`config.mk`:
```
export PLATFORM = sky130hd
export DESIGN_NAME = multi_channel_servo_slew_limiter
export DESIGN_NICKNAME = d
export VERILOG_FILES = /design/src/design/mcsl_pkg.sv /design/src/design/multi_channel_servo_slew_limiter.sv /design/src/design/mcsl_div.sv /design/src/design/mcsl_outbuf.sv
export SDC_FILE = /design/constraint.sdc
export NUM_CORES = 2
export LEC_CHECK = 0
export ABC_AREA = 1
export BUFFER_PORTS_ARGS = -buffer_cell sky130_fd_sc_hd__clkbuf_2
export CAP_MARGIN = 40
export CORE_MARGIN = 5
export CORE_UTILIZATION = 48
export CTS_CLUSTER_SIZE = 30
export DETAILED_ROUTE_END_ITERATION = 6
export SETUP_SLACK_MARGIN = 0.15
export SYNTH_ARGS = -nofsm -noshare
export SYNTH_HDL_FRONTEND = slang
export SYNTH_SLANG_ARGS = --single-unit
```
`constraint.sdc`:
```
create_clock -name clk_i -period 7.5 [get_ports clk_i]
set_input_delay 0.75 -clock clk_i [delete_from_list [all_inputs] [get_ports clk_i]]
set_output_delay 0.75 -clock clk_i [all_outputs]
set_load 0.03 [all_outputs]
```
`src/design/mcsl_pkg.sv`:
```
// Shared types, constants and the output width correction for the servo slew limiter.
// No dependencies; imported by every module of the block.
package mcsl_pkg;

  localparam int DIV_DW = 20;
  localparam int DIV_VW = 10;

  localparam logic [11:0] MIN_PULSE_RST = 12'd544;
  localparam logic [11:0] MAX_PULSE_RST = 12'd2400;
  localparam logic [9:0]  FRAME_RATE_RST = 10'd50;
  localparam logic [7:0]  FULL_ANGLE = 8'd180;
  localparam logic [16:0] MIN_STEP = 17'd2;

  // x / 180 as (x >> 2) * ceil(2^24 / 45) >> 24, exact for x below 2^20
  localparam logic [18:0] RECIP_45 = 19'd372828;
  localparam int          RECIP_SHIFT = 24;

  typedef enum logic [2:0] {
    CMD_TICK       = 3'd0,
    CMD_MOVE_NOW   = 3'd1,
    CMD_MOVE_SPEED = 3'd2,
    CMD_DETACH     = 3'd3,
    CMD_QUERY      = 3'd4
  } cmd_e;

  typedef enum logic [2:0] {
    CFG_COUNT   = 3'd0,
    CFG_MIN     = 3'd1,
    CFG_MAX     = 3'd2,
    CFG_RATE    = 3'd3,
    CFG_REVERSE = 3'd4,
    CFG_OFFSET  = 3'd5
  } cfg_idx_e;

  typedef struct packed {
    logic [2:0]  ch;
    logic [11:0] pulse;
    logic        valid;
    logic        moving;
  } res_t;

  typedef struct packed {
    logic commit;
    logic all_idle;
  } commit_t;

  // offset, optional mirror about the centre, saturate to 0..4095
  function automatic logic [11:0] emit_width(logic [11:0] w, logic [7:0] off, logic rev,
                                             logic [11:0] mn, logic [11:0] mx);
    logic signed [14:0] v;
    logic [11:0] r;
    v = $signed({3'b000, w}) + $signed({{7{off[7]}}, off});
    if (rev) begin
      v = $signed({3'b000, mn}) + $signed({3'b000, mx}) - v;
    end
    if (v < 0) begin
      r = '0;
    end else if (v > 15'sd4095) begin
      r = 12'hFFF;
    end else begin
      r = v[11:0];
    end
    return r;
  endfunction

endpackage

```
`src/design/multi_channel_servo_slew_limiter.sv`:
```
// Top level of the servo slew limiter: command sequencer, per-channel state memory,
// configuration registers. Depends on mcsl_pkg, mcsl_div and mcsl_outbuf.
//
// Usage: items enter on in_valid_i/in_stall_o (cmd, channel, angle, speed) and
// results leave on out_valid_o/out_stall_i, last_o marking the final result of
// an item. Registers are written on cfg_valid_i/cfg_ready_o (always ready); the
// user must write them only while the block is idle, and the block itself does not
// enforce this. One item is worked at a time; a new item is taken once the previous
// one is finished and its results have left the result buffer (the last may still
// sit in the output register).
// A frame tick visits each counted channel: one without a target is passed over, one
// whose position is unknown jumps to its target, and one that steps takes a pass of
// the serial divider; a tick that serves no channel still gives one result.
// The first result reaches the outputs once the commit state has set the buffer busy
// and the output register has loaded it, then one per cycle while out_stall_i is low;
// a stall holds the output register and the buffer behind it.
// Reset: all channel positions unknown, registers at 0, 544, 2400, 50, 0, 0.
module multi_channel_servo_slew_limiter import mcsl_pkg::*; #(
  parameter int CHANNELS = 8
) (
  input  logic        clk_i,
  input  logic        rst_ni,
  input  logic        in_valid_i,
  output logic        in_stall_o,
  input  logic [2:0]  cmd_i,
  input  logic [2:0]  channel_i,
  input  logic [7:0]  angle_i,
  input  logic [11:0] speed_dps_i,
  output logic        out_valid_o,
  input  logic        out_stall_i,
  output logic [2:0]  out_channel_o,
  output logic [11:0] pulse_us_o,
  output logic        pulse_valid_o,
  output logic        channel_moving_o,
  output logic        all_idle_o,
  output logic        last_o,
  input  logic        cfg_valid_i,
  output logic        cfg_ready_o,
  input  logic [2:0]  cfg_index_i,
  input  logic [63:0] cfg_data_i
);

  localparam int CHW  = (CHANNELS > 1) ? $clog2(CHANNELS) : 1;
  localparam int CNTW = $clog2(CHANNELS + 1);

  typedef enum logic [8:0] {
    S_IDLE   = 9'b000000001,
    S_UPD    = 9'b000000010,
    S_SCAN   = 9'b000000100,
    S_MOD    = 9'b000001000,
    S_DIV    = 9'b000010000,
    S_WB     = 9'b000100000,
    S_ANG    = 9'b001000000,
    S_CMD    = 9'b010000000,
    S_COMMIT = 9'b100000000
  } state_e;

  typedef struct packed {
    logic [11:0] cur;
    logic [11:0] tgt;
    logic [11:0] spd;
  } ent_t;

  // configuration
  logic [3:0]  count_q;
  logic [11:0] min_q, max_q;
  logic [9:0]  rate_q;
  logic [7:0]  rev_q;
  logic [63:0] off_q;

  // control
  state_e          state_q, state_d;
  logic [CNTW-1:0] idx_q, idx_d, k_q, k_d;
  logic [CHANNELS-1:0] ck_q, ck_d, tk_q, tk_d, idle_q, idle_d;
  logic [4:0]  upd_q, upd_d;
  logic [11:0] w_q, w_d;
  logic [2:0]  cmd_q, ch_q;
  logic [11:0] spd_q;
  logic        ch_ok_q;

  // division by 180
  logic [19:0] num_q, num_d;
  logic [36:0] recip_p;
  logic [11:0] quo180;

  // memory
  ent_t        state_mem [CHANNELS];
  ent_t        rd_q;
  logic        mem_re, mem_we;
  logic [CHW-1:0] mem_raddr, mem_waddr;
  ent_t        mem_wdata;

  // divider
  logic              div_start, div_done;
  logic [DIV_DW-1:0] div_dividend, div_q;
  logic [DIV_VW-1:0] div_divisor;

  // result buffer
  logic            ob_we, ob_busy;
  logic [CHW-1:0]  ob_idx;
  res_t            ob_res;
  commit_t         ob_commit;

  logic            acc;
  logic            ch_ok;
  logic [CNTW-1:0] n_cnt;
  logic [CHANNELS-1:0] cnt_mask;
  logic [7:0]      ang_c;
  logic [11:0]     adiff;
  logic [CHW-1:0]  row, irow;
  logic [16:0]     step;
  logic [11:0]     delta;
  logic [11:0]     new_c;

  assign cfg_ready_o = 1'b1;

  always_ff @(posedge clk_i or negedge rst_ni) begin
    if (!rst_ni) begin
      count_q <= '0;
      min_q   <= MIN_PULSE_RST;
      max_q   <= MAX_PULSE_RST;
      rate_q  <= FRAME_RATE_RST;
      rev_q   <= '0;
      off_q   <= '0;
    end else if (cfg_valid_i) begin
      unique case (cfg_idx_e'(cfg_index_i))
        CFG_COUNT:   count_q <= cfg_data_i[3:0];
        CFG_MIN:     min_q   <= cfg_data_i[11:0];
        CFG_MAX:     max_q   <= cfg_data_i[11:0];
        CFG_RATE:    rate_q  <= cfg_data_i[9:0];
        CFG_REVERSE: rev_q   <= cfg_data_i[7:0];
        CFG_OFFSET:  off_q   <= cfg_data_i;
        default: ;
      endcase
    end
  end

  assign in_stall_o = (state_q != S_IDLE) || ob_busy;
  assign acc        = in_valid_i && !in_stall_o;
  assign ch_ok      = int'(channel_i) < CHANNELS;
  assign n_cnt      = (int'(count_q) > CHANNELS) ? CNTW'(CHANNELS) : CNTW'(count_q);
  assign ang_c      = (angle_i > FULL_ANGLE) ? FULL_ANGLE : angle_i;
  assign adiff      = (max_q >= min_q) ? (max_q - min_q) : (min_q - max_q);
  assign row        = ch_q[CHW-1:0];
  assign irow       = idx_q[CHW-1:0];

  // numerator taken with the item: span for a tick, angle times span for a move
  assign num_d   = (cmd_e'(cmd_i) == CMD_TICK)
                   ? 20'((max_q > min_q) ? (max_q - min_q) : 12'd0)
                   : 20'(ang_c) * 20'(adiff);
  assign recip_p = {19'b0, num_q[19:2]} * {18'b0, RECIP_45};
  assign quo180  = 12'(recip_p >> RECIP_SHIFT);

  always_comb begin
    for (int i = 0; i < CHANNELS; i++) begin
      cnt_mask[i] = (i < int'(n_cnt));
    end
  end

  // slew step toward the target
  always_comb begin
    step = (div_q[16:0] < MIN_STEP) ? MIN_STEP : div_q[16:0];
    delta = '0;
    new_c = rd_q.cur;
    if (rd_q.tgt > rd_q.cur) begin
      delta = rd_q.tgt - rd_q.cur;
      new_c = ({5'b0, delta} > step) ? (rd_q.cur + step[11:0]) : rd_q.tgt;
    end else if (rd_q.tgt < rd_q.cur) begin
      delta = rd_q.cur - rd_q.tgt;
      new_c = ({5'b0, delta} > step) ? (rd_q.cur - step[11:0]) : rd_q.tgt;
    end
  end

  always_comb begin
    state_d      = state_q;
    idx_d        = idx_q;
    k_d          = k_q;
    ck_d         = ck_q;
    tk_d         = tk_q;
    idle_d       = idle_q;
    upd_d        = upd_q;
    w_d          = w_q;
    mem_re       = 1'b0;
    mem_raddr    = irow;
    mem_we       = 1'b0;
    mem_waddr    = irow;
    mem_wdata    = rd_q;
    div_start    = 1'b0;
    div_dividend = '0;
    div_divisor  = '0;
    ob_we        = 1'b0;
    ob_idx       = k_q[CHW-1:0];
    ob_res       = '{ch: ch_q, pulse: '0, valid: 1'b0, moving: 1'b0};
    ob_commit    = '{commit: 1'b0, all_idle: &(idle_q | ~cnt_mask)};

    unique case (state_q)
      S_IDLE: begin
        if (acc) begin
          idx_d = '0;
          k_d   = '0;
          if (cmd_e'(cmd_i) == CMD_TICK) begin
            state_d = S_UPD;
          end else if (!ch_ok) begin
            state_d = S_CMD;
          end else begin
            mem_re    = 1'b1;
            mem_raddr = channel_i[CHW-1:0];
            if (cmd_e'(cmd_i) == CMD_MOVE_NOW || cmd_e'(cmd_i) == CMD_MOVE_SPEED) begin
              state_d = S_ANG;
            end else begin
              state_d = S_CMD;
            end
          end
        end
      end
      S_UPD: begin
        upd_d   = quo180[4:0];
        state_d = S_SCAN;
      end
      S_SCAN: begin
        if (idx_q >= n_cnt) begin
          if (k_q == '0) begin
            ob_we  = 1'b1;
            ob_res = '{ch: 3'd0, pulse: '0, valid: 1'b0, moving: 1'b0};
            k_d    = CNTW'(1);
          end
          state_d = S_COMMIT;
        end else if (tk_q[irow]) begin
          mem_re  = 1'b1;
          state_d = S_MOD;
        end else begin
          idx_d = idx_q + 1'b1;
        end
      end
      S_MOD: begin
        if (!ck_q[irow]) begin
          w_d     = rd_q.tgt;
          state_d = S_WB;
        end else begin
          div_start    = 1'b1;
          div_dividend = DIV_DW'(rd_q.spd) * DIV_DW'(upd_q);
          div_divisor  = (rate_q == '0) ? DIV_VW'(1) : rate_q;
          state_d      = S_DIV;
        end
      end
      S_DIV: begin
        if (div_done) begin
          w_d     = new_c;
          state_d = S_WB;
        end
      end
      S_WB: begin
        mem_we       = 1'b1;
        mem_wdata    = '{cur: w_q, tgt: rd_q.tgt, spd: rd_q.spd};
        ck_d[irow]   = 1'b1;
        idle_d[irow] = (w_q == rd_q.tgt);
        ob_we        = 1'b1;
        ob_res       = '{ch: 3'(irow),
                         pulse: emit_width(w_q, off_q[{irow, 3'b000} +: 8], rev_q[irow],
                                           min_q, max_q),
                         valid: 1'b1, moving: (w_q != rd_q.tgt)};
        k_d          = k_q + 1'b1;
        idx_d        = idx_q + 1'b1;
        state_d      = S_SCAN;
      end
      S_ANG: begin
        w_d     = (max_q >= min_q) ? (min_q + quo180) : (min_q - quo180);
        state_d = S_CMD;
      end
      S_CMD: begin
        ob_we     = 1'b1;
        ob_idx    = '0;
        k_d       = CNTW'(1);
        mem_waddr = row;
        if (ch_ok_q) begin
          unique case (cmd_q)
            CMD_MOVE_NOW: begin
              mem_we       = 1'b1;
              mem_wdata    = '{cur: w_q, tgt: w_q, spd: rd_q.spd};
              ck_d[row]    = 1'b1;
              tk_d[row]    = 1'b1;
              idle_d[row]  = 1'b1;
              ob_res.pulse = emit_width(w_q, off_q[{row, 3'b000} +: 8], rev_q[row],
                                        min_q, max_q);
              ob_res.valid = 1'b1;
            end
            CMD_MOVE_SPEED: begin
              mem_we        = 1'b1;
              mem_wdata     = '{cur: rd_q.cur, tgt: w_q, spd: spd_q};
              tk_d[row]     = 1'b1;
              idle_d[row]   = ck_q[row] && (rd_q.cur == w_q);
              ob_res.moving = ck_q[row] && (rd_q.cur != w_q);
            end
            CMD_DETACH: begin
              ck_d[row]   = 1'b0;
              tk_d[row]   = 1'b0;
              idle_d[row] = 1'b1;
            end
            default: begin
              ob_res.moving = ck_q[row] && tk_q[row] && (rd_q.cur != rd_q.tgt);
            end
          endcase
        end
        state_d = S_COMMIT;
      end
      S_COMMIT: begin
        ob_commit.commit = 1'b1;
        state_d          = S_IDLE;
      end
      default: state_d = S_IDLE;
    endcase
  end

  always_ff @(posedge clk_i or negedge rst_ni) begin
    if (!rst_ni) begin
      state_q <= S_IDLE;
      idx_q   <= '0;
      k_q     <= '0;
      ck_q    <= '0;
      tk_q    <= '0;
      idle_q  <= '1;
    end else begin
      state_q <= state_d;
      idx_q   <= idx_d;
      k_q     <= k_d;
      ck_q    <= ck_d;
      tk_q    <= tk_d;
      idle_q  <= idle_d;
    end
  end

  always_ff @(posedge clk_i) begin
    upd_q <= upd_d;
    w_q   <= w_d;
    if (acc) begin
      cmd_q   <= cmd_i;
      ch_q    <= channel_i;
      spd_q   <= speed_dps_i;
      ch_ok_q <= ch_ok;
      num_q   <= num_d;
    end
  end

  // channel state memory, registered read
  always_ff @(posedge clk_i) begin
    if (mem_we) begin
      state_mem[mem_waddr] <= mem_wdata;
    end
    if (mem_re) begin
      rd_q <= state_mem[mem_raddr];
    end
  end

  mcsl_div u_div (
    .clk_i      (clk_i),
    .rst_ni     (rst_ni),
    .start_i    (div_start),
    .dividend_i (div_dividend),
    .divisor_i  (div_divisor),
    .done_o     (div_done),
    .quotient_o (div_q)
  );

  mcsl_outbuf #(
    .CHANNELS (CHANNELS)
  ) u_outbuf (
    .clk_i            (clk_i),
    .rst_ni           (rst_ni),
    .wr_en_i          (ob_we),
    .wr_idx_i         (ob_idx),
    .wr_res_i         (ob_res),
    .commit_i         (ob_commit),
    .count_i          (k_q),
    .busy_o           (ob_busy),
    .out_valid_o      (out_valid_o),
    .out_stall_i      (out_stall_i),
    .out_channel_o    (out_channel_o),
    .pulse_us_o       (pulse_us_o),
    .pulse_valid_o    (pulse_valid_o),
    .channel_moving_o (channel_moving_o),
    .all_idle_o       (all_idle_o),
    .last_o           (last_o)
  );

endmodule

```
`src/design/mcsl_div.sv`:
```
// Restoring divider, one quotient bit per cycle, for the per-frame slew step.
// Depends on mcsl_pkg for operand widths.
module mcsl_div import mcsl_pkg::*; (
  input  logic              clk_i,
  input  logic              rst_ni,
  input  logic              start_i,
  input  logic [DIV_DW-1:0] dividend_i,
  input  logic [DIV_VW-1:0] divisor_i,
  output logic              done_o,
  output logic [DIV_DW-1:0] quotient_o
);

  localparam int CW = $clog2(DIV_DW);

  logic              busy_q, busy_d;
  logic              done_q, done_d;
  logic [CW-1:0]     cnt_q, cnt_d;
  logic [DIV_VW-1:0] rem_q, rem_d;
  logic [DIV_VW-1:0] dvs_q, dvs_d;
  logic [DIV_DW-1:0] quo_q, quo_d;
  logic [DIV_VW:0]   rem_sh;

  always_comb begin
    busy_d = busy_q;
    done_d = 1'b0;
    cnt_d  = cnt_q;
    rem_d  = rem_q;
    dvs_d  = dvs_q;
    quo_d  = quo_q;
    rem_sh = {rem_q, quo_q[DIV_DW-1]};
    if (start_i) begin
      busy_d = 1'b1;
      cnt_d  = CW'(DIV_DW - 1);
      rem_d  = '0;
      dvs_d  = divisor_i;
      quo_d  = dividend_i;
    end else if (busy_q) begin
      if (rem_sh >= {1'b0, dvs_q}) begin
        rem_d = DIV_VW'(rem_sh - {1'b0, dvs_q});
        quo_d = {quo_q[DIV_DW-2:0], 1'b1};
      end else begin
        rem_d = rem_sh[DIV_VW-1:0];
        quo_d = {quo_q[DIV_DW-2:0], 1'b0};
      end
      cnt_d = cnt_q - 1'b1;
      if (cnt_q == '0) begin
        busy_d = 1'b0;
        done_d = 1'b1;
      end
    end
  end

  always_ff @(posedge clk_i or negedge rst_ni) begin
    if (!rst_ni) begin
      busy_q <= 1'b0;
      done_q <= 1'b0;
      cnt_q  <= '0;
    end else begin
      busy_q <= busy_d;
      done_q <= done_d;
      cnt_q  <= cnt_d;
    end
  end

  always_ff @(posedge clk_i) begin
    rem_q <= rem_d;
    dvs_q <= dvs_d;
    quo_q <= quo_d;
  end

  assign done_o     = done_q;
  assign quotient_o = quo_q;

endmodule

```
`src/design/mcsl_outbuf.sv`:
```
// Result buffer and output register: holds the results of one item and plays them out.
// Depends on mcsl_pkg for res_t and commit_t.
module mcsl_outbuf import mcsl_pkg::*; #(
  parameter int CHANNELS = 8
) (
  input  logic         clk_i,
  input  logic         rst_ni,
  input  logic         wr_en_i,
  input  logic [((CHANNELS > 1) ? $clog2(CHANNELS) : 1)-1:0] wr_idx_i,
  input  res_t         wr_res_i,
  input  commit_t      commit_i,
  input  logic [$clog2(CHANNELS+1)-1:0] count_i,
  output logic         busy_o,
  output logic         out_valid_o,
  input  logic         out_stall_i,
  output logic [2:0]   out_channel_o,
  output logic [11:0]  pulse_us_o,
  output logic         pulse_valid_o,
  output logic         channel_moving_o,
  output logic         all_idle_o,
  output logic         last_o
);

  localparam int CHW  = (CHANNELS > 1) ? $clog2(CHANNELS) : 1;
  localparam int CNTW = $clog2(CHANNELS + 1);

  res_t            res_mem [CHANNELS];
  logic            busy_q;
  logic            ai_q;
  logic [CNTW-1:0] rd_q;
  logic [CNTW-1:0] cnt_q;
  logic            ov_q;
  res_t            ores_q;
  logic            oai_q;
  logic            olast_q;
  logic            load;
  logic            is_last;

  assign load    = busy_q && (!ov_q || !out_stall_i);
  assign is_last = (rd_q == cnt_q - 1'b1);

  always_ff @(posedge clk_i) begin
    if (wr_en_i) begin
      res_mem[wr_idx_i] <= wr_res_i;
    end
    if (load) begin
      ores_q  <= res_mem[rd_q[CHW-1:0]];
      oai_q   <= ai_q;
      olast_q <= is_last;
    end
    if (commit_i.commit) begin
      ai_q  <= commit_i.all_idle;
      cnt_q <= count_i;
    end
  end

  always_ff @(posedge clk_i or negedge rst_ni) begin
    if (!rst_ni) begin
      busy_q <= 1'b0;
      rd_q   <= '0;
      ov_q   <= 1'b0;
    end else begin
      if (commit_i.commit) begin
        busy_q <= 1'b1;
        rd_q   <= '0;
      end else if (load) begin
        rd_q <= rd_q + 1'b1;
        if (is_last) begin
          busy_q <= 1'b0;
        end
      end
      if (load) begin
        ov_q <= 1'b1;
      end else if (!out_stall_i) begin
        ov_q <= 1'b0;
      end
    end
  end

  assign busy_o           = busy_q;
  assign out_valid_o      = ov_q;
  assign out_channel_o    = ores_q.ch;
  assign pulse_us_o       = ores_q.pulse;
  assign pulse_valid_o    = ores_q.valid;
  assign channel_moving_o = ores_q.moving;
  assign all_idle_o       = oai_q;
  assign last_o           = olast_q;

endmodule
```
Word-level counts from Yosys, hierarchy flattened
Memory sizes are Yosys's and may differ from the RTL's. A register that Yosys moved wholly into a read port is not among the register bits.
Cells that the tools add are included.
{ "word_totals": {"word_cells": 295, "mem_bits_rw": 424, "reg_bits": 266, "memories": 2, "out_inout_bits": 22, "inputBits": 98} }
{ "memory_table": {"columns": ["name", "depth", "word_bits", "read_ports", "rd_clocked_by_memory_dff", "wr", "line_no", "rtl"], "rows": [
  ["state_mem", 8, 36, 1, 1, 1, "multi_channel_servo_slew_limiter.sv:87", "ent_t state_mem [CHANNELS];"],
  ["u_outbuf.res_mem", 8, 17, 1, 1, 1, "mcsl_outbuf.sv:27", "res_t res_mem [CHANNELS];"]
]} }
{ "classes": {"add_sub_neg": 20, "bitwise_logic": 11, "order_cmp": 27, "shifts": 2, "n_mux": 113, "eq_ne": 37, "reduce_logical": 48, "multipliers": 3} }
{ "ops": {"columns": ["operator", "count"], "rows": [
  ["$mux W12", 12],
  ["$pmux W36 S2", 2],
  ["$shiftx A64 B7 Y8", 2],
  ["$mux W17", 5],
  ["$mux W20", 4],
  ["$pmux W8 S2", 5],
  ["$mux W15", 5],
  ["$sub A12 B12 Y12", 6],
  ["$pmux W9 S7", 1],
  ["$pmux W14 S3", 1],
  ["$or A8 B8 Y8", 5],
  ["$mux W9", 4],
  ["$ne A12 B12 Y1", 3],
  ["$pmux W12 S3", 1],
  ["$mux W1", 35],
  ["$gt A12 B17 Y1", 2],
  ["$mul A18 B17 Y34 const B", 1],
  ["$mux W4", 8],
  ["$gt A15 B13 Y1 const B", 2],
  ["$lt A15 B1 Y1 const B", 2],
  ["$sub A14 B14 Y15", 2],
  ["$add A13 B8 Y14", 2],
  ["$add A12 B12 Y12", 2],
  ["$eq A12 B12 Y1", 2],
  ["other kinds (72)", 147]
]} }

Logic depth before layout (Yosys ltp)
{ "logic_depth": {"ltp_word": 11, "ltp_mapped": 41, "depth_no_buf": 41} }

By module
Synthesis repeated with hierarchy kept, for this count alone.
{ "hier_totals": {"hier_cells": 5953, "hier_area_um2": 52051.2} }
{ "by_module_without_submodules": {"columns": ["mod", "cells_per_inst", "instances", "seq_area_each_um2", "area_each_um2"], "rows": [
  ["multi_channel_servo_slew_limiter", 5158, 1, 15122.0, 42966.2],
  ["mcsl_outbuf", 481, 1, 4954.8, 6486.2],
  ["mcsl_div", 314, 1, 1276.2, 2598.7]
]} }

Worst setup path after synthesis
OpenSTA, ideal clock, no wires.
{ "synth_path": {"path_kind": "flip-flop to flip-flop", "from": "reg num_q[10]", "to": "reg w_q[11], data pin", "slack_ps": 861, "setup_time_ps": 255, "t_required_ps": 7245, "n_path_buf": 0, "stages_incl_launch_ff": 40, "synth_period_minus_slack_ps": 6639, "arrival_ps": 6384, "path_cell_list": "edfxtp_1 > ha_1 > inv_1 > fa_1 > fa_1 > fa_1 > inv_1 > fa_1 > inv_1 > fa_1 > inv_1 > ha_1 > nand2_1 > nor2_1 > nand3_1 > nor2_1 > nand2_1 > nand3_1 > [4 not listed] > nand2_1 > nand2_1 > o21ai_0 > xor2_1 > ha_1 > inv_1 > nor3_1 > nand3_1 > nand3_1 > nand2_1 > nand2_1 > inv_1 > nand3_1 > nand2_1 > inv_1 > nand3_1 > nand3_1 > nand2_1"} }
{ "synth_via": {"elab_chain_cells": 4, "word_cells_on_any_way": 5, "cone_classes": "add/sub (2); mul (1); mux (2)"} }
{ "synth_rtl": {"columns": ["element", "line_no", "rtl"], "rows": [
  ["start: declaration", "multi_channel_servo_slew_limiter.sv:82", "logic [19:0] num_q, num_d;"],
  ["start signal: assignment", "multi_channel_servo_slew_limiter.sv:340", "num_q <= num_d;"],
  ["$mul A18 B17 Y34 (*)", "multi_channel_servo_slew_limiter.sv:151", "assign recip_p = {19'b0, num_q[19:2]} * {18'b0, RECIP_45};"],
  ["$sub A12 B12 Y12 or $add A12 B12 Y12 (tied branches)", "multi_channel_servo_slew_limiter.sv:267", "w_d = (max_q >= min_q) ? (min_q + quo180) : (min_q - quo180);"],
  ["$mux W12 (*)", "multi_channel_servo_slew_limiter.sv:267", null],
  ["$pmux W12 S3 (*)", "multi_channel_servo_slew_limiter.sv:196", "unique case (state_q)"],
  ["named net w_d[11]", "multi_channel_servo_slew_limiter.sv:76", "logic [11:0] w_q, w_d;"],
  ["end signal: assignment", "multi_channel_servo_slew_limiter.sv:334", "w_q <= w_d;"],
  ["end: declaration", "multi_channel_servo_slew_limiter.sv:76", null]
]} }
The timed path passes the listed nets; every way through them passes the cells marked *.
A chain may end at the register's enable or synchronous reset.

Worst setup path after layout
{ "layout_path": {"from": "reg num_q[9]", "to": "reg w_q[5], data pin"} }
Same word-level chain as after synthesis.

==> out/summary.txt <==
Run status -> finished, final reports clean
RSZ-0062 raised after global routing -> true
Cell Area, Synth -> 0.05054 mm²
Largest net degree at the start of global routing -> 77
Worst skew pair latency -> 0.68 ns
Total Routing Usage GR -> 0.2564
Max-slew headroom -> 0.3579
Post-synthesis sequential area ratio -> 0.4225
Die area -> 0.1119 mm²
Top FF cell, synth -> edfxtp_1
First-pass GRT wire length -> 224.4 mm
Final HPWL DP -> 107.9 mm
Worst Hold Class -> in2reg
Clock skew -> 0.04268 ns
Cell taking the most area after synthesis -> edfxtp_1
Fillcell total -> 9657
Num CTS Buffers -> 83
Critical path's largest stage delay -> 0.52 ns
Max Clock Freq -> 142.1 MHz
Core region area -> 0.1050 mm²
WL final -> 145.9 mm
Vias per Instance -> 5.495
Min Tclk post-route -> 7.036 ns
Post-route ant nets -> 0
Critical path startpoint category -> flip-flop
Fraction of registers with async set/reset -> 0.2213
Max Cap Violations -> 0
Number of global-route vias before repair -> 38933
Boundary Pins -> 120
CP max stage cell -> edfxtp_1
Initial cell density of the core -> 0.4815
Gr ovfl total -> 0
Htree depth -> 3
#FFs+latches synth -> 741
Placement Setup Slack -> 0.1173 ns
Critical Path Sink Type -> flip-flop
Cells after Synth -> 5682
Slew Viols, Final -> 0
Setup TNS -> 0 ns
Average cell area after synthesis -> 8.895 µm²
DR WL/cell -> 20.07 µm
Die Ht -> 334.5 µm
DRT Pass-1 Iters -> 5
Share of layout cells above drive strength 1 -> 0.08980
Vias -> 39957
CP arrival -> 7.46 ns
Worst setup path class -> reg2reg
Yosys warning count -> 0
Drt drc -> 0
Initial antenna violation count -> 6
Mapped Nets -> 6362
Fin worst setup slack -> 0.4639 ns
Area contributors post-synth -> edfxtp_1, ha_1, nand2_1
TritonCTS clock tree -> done
Max Root-Sink Buffers -> 3
Final setup fails -> 0
Final instance area -> 0.05603 mm²
Layout Nets -> 6498
CP Data Required Time -> 7.92 ns
Post-synth EDFFs -> 567
Crit-path max FO -> 4
Most frequent CP cell -> inv_1
# rows -> 119
GP Congestion -> 0.9282
Initial drt markers -> 3091
CTS Sinks -> 741
Die W -> 334.5 µm
Crit share post-route -> 0.9381
Post-synth cell types -> 83
# diodes -> 0
Post-synth top area share -> 0.3369
Area Growth Syn to Fin -> 10.87%
Dpl cell area -> 0.05299 mm²
R2r setup slk -> 0.46 ns
PortBufs -> 118
Clock root cell -> clkbuf_16
Clock transition at path regs -> 0.07 ns
Final hold viol count -> 0
Worst-margin pin slew -> 0.9543 ns
placed cells by master, fill, tap and decap left out, types with 15 or more instances in the layout:
cell type     n
o31ai_1      17
nand3_1     164
clkbuf_16    83
nor2_1      605
a21oi_1     274
buf_4        92
a22oi_1      20
clkbuf_2    117
clkinv_1     23
o21ai_0     471
o211ai_1     21
inv_1       825
nor3_1       40
inv_2        16
edfxtp_1    567
xnor2_1      40
nand4_1      35
o21ai_1      21
mux2_2       36
dfrtp_1     145
o21bai_1     15
nor4_1       22
xor2_1      120
fa_1        196
clkbuf_1     15
nand2_1    1062
dfstp_2      18
o22ai_1     131
a31oi_1      39
ha_1        371
a221oi_1     20
nand2_2      19
cell families (layout without fill, tap and decap cells):
family                     Yosys count  count (layout)  share of synthesized area
and+or+nand+nor                   2027            2027                     0.1643
AOI/OAI and AO/OA                 1107            1107                     0.1243
buffers and inverters             1024            1222                    0.07850
DFF                                741             741                     0.4225
adders and majority gates          582             582                     0.1732
xor gates and xnor gates           163             163                    0.02892
muxes                               37              37                   0.008219
other                                1               1                 0.00007420
cell usage after synthesis, types with 35 or more instances:
cell type,count
edfxtp_1,567
dfrtp_1,146
nand2_1,1074
o22ai_1,131
ha_1,386
nor3_1,47
a31oi_1,39
fa_1,196
mux2_2,36
o21ai_0,474
xnor2_1,40
xor2_1,120
buf_2,54
a21oi_1,276
inv_1,827
nor2_1,622
clkbuf_1,105
nand4_1,35
nand3_1,165
metal layers:
metal  wire [µm]  up-vias  GRT usage
met2       68620     1218     0.4297
met5          13        -          0
met4        5055        2    0.08079
met3        8910      255    0.03462
li1            -    19238          -
met1       63340    19244     0.3483
state kept, by name, indices dropped and copies added, names as in the netlist, 18 cells and up, named ones only:
register	cells
state_mem	288
rd_q	36
off_q	64
num_q	18
u_div.quotient_o	20
u_outbuf.res_mem	136
worst max-delay path: cells and delay by family (launching register included):
family,cells,cell delay [ns]
flip-flops,1,0.52
buffers and inverters,8,0.51
XOR/XNOR,2,0.61
adder cells (fa/ha/maj),9,3.59
AND/OR/NAND/NOR,12,1.15
AO/OA/AOI/OAI,3,0.43
worst paths after layout:
check / from / to / depth (start not counted)
worst max-delay path: num_q[9] / w_q[5] / 34
worst min-delay path: speed_dps_i[6] / spd_q[6] / 1
worst max register to register: num_q[9] / w_q[5] / 34
worst min register to register: u_outbuf.ai_q / u_outbuf.all_idle_o / 0
max in group asynchronous: rst_ni / count_q[2] / 4
min in group asynchronous: rst_ni / u_outbuf.out_valid_o / 2
timing repair:
action                                  CTS  global route
gates resized for setup                   5            45
cloned                                    0             0
hold endpoints to repair                  9             0
pin swaps                                 0            21
hold buffers                              1             0
endpoints found under the setup margin    1             7
buffers inserted                          2            14
final cells by class:
| cell class | instances | area (µm²) | share of cell area |
|---|---|---|---|
| Clock buffer | 98 | 2133 | 0.03807 |
| Inverter | 853 | 3212 | 0.05732 |
| Multi-Input combinational cell | 3917 | 25600 | 0.4568 |
| Tap cell | 1391 | 1740 | 0.03106 |
| Clock inverter | 49 | 515.5 | 0.009200 |
| Sequential cell | 741 | 21350 | 0.3811 |
| Timing Repair Buffer | 222 | 1483 | 0.02646 |
per-stage QoR:
step / hold WS (ns) / std cells / util
2_1_floorplan: 0.4003 / 5682 / -
3_3_place_gp: 0.4386 / 7093 / 0.5029
3_5_place_dp: 0.4399 / 7106 / 0.5048
4_1_cts: 0.2239 / 7256 / 0.5305
5_1_grt: 0.2412 / 7271 / 0.5338
6_report: 0.2539 / 7271 / 0.5338
Power is not shown: default switching activity piles up to over one toggle a cycle in this logic, so the estimate is an artifact.
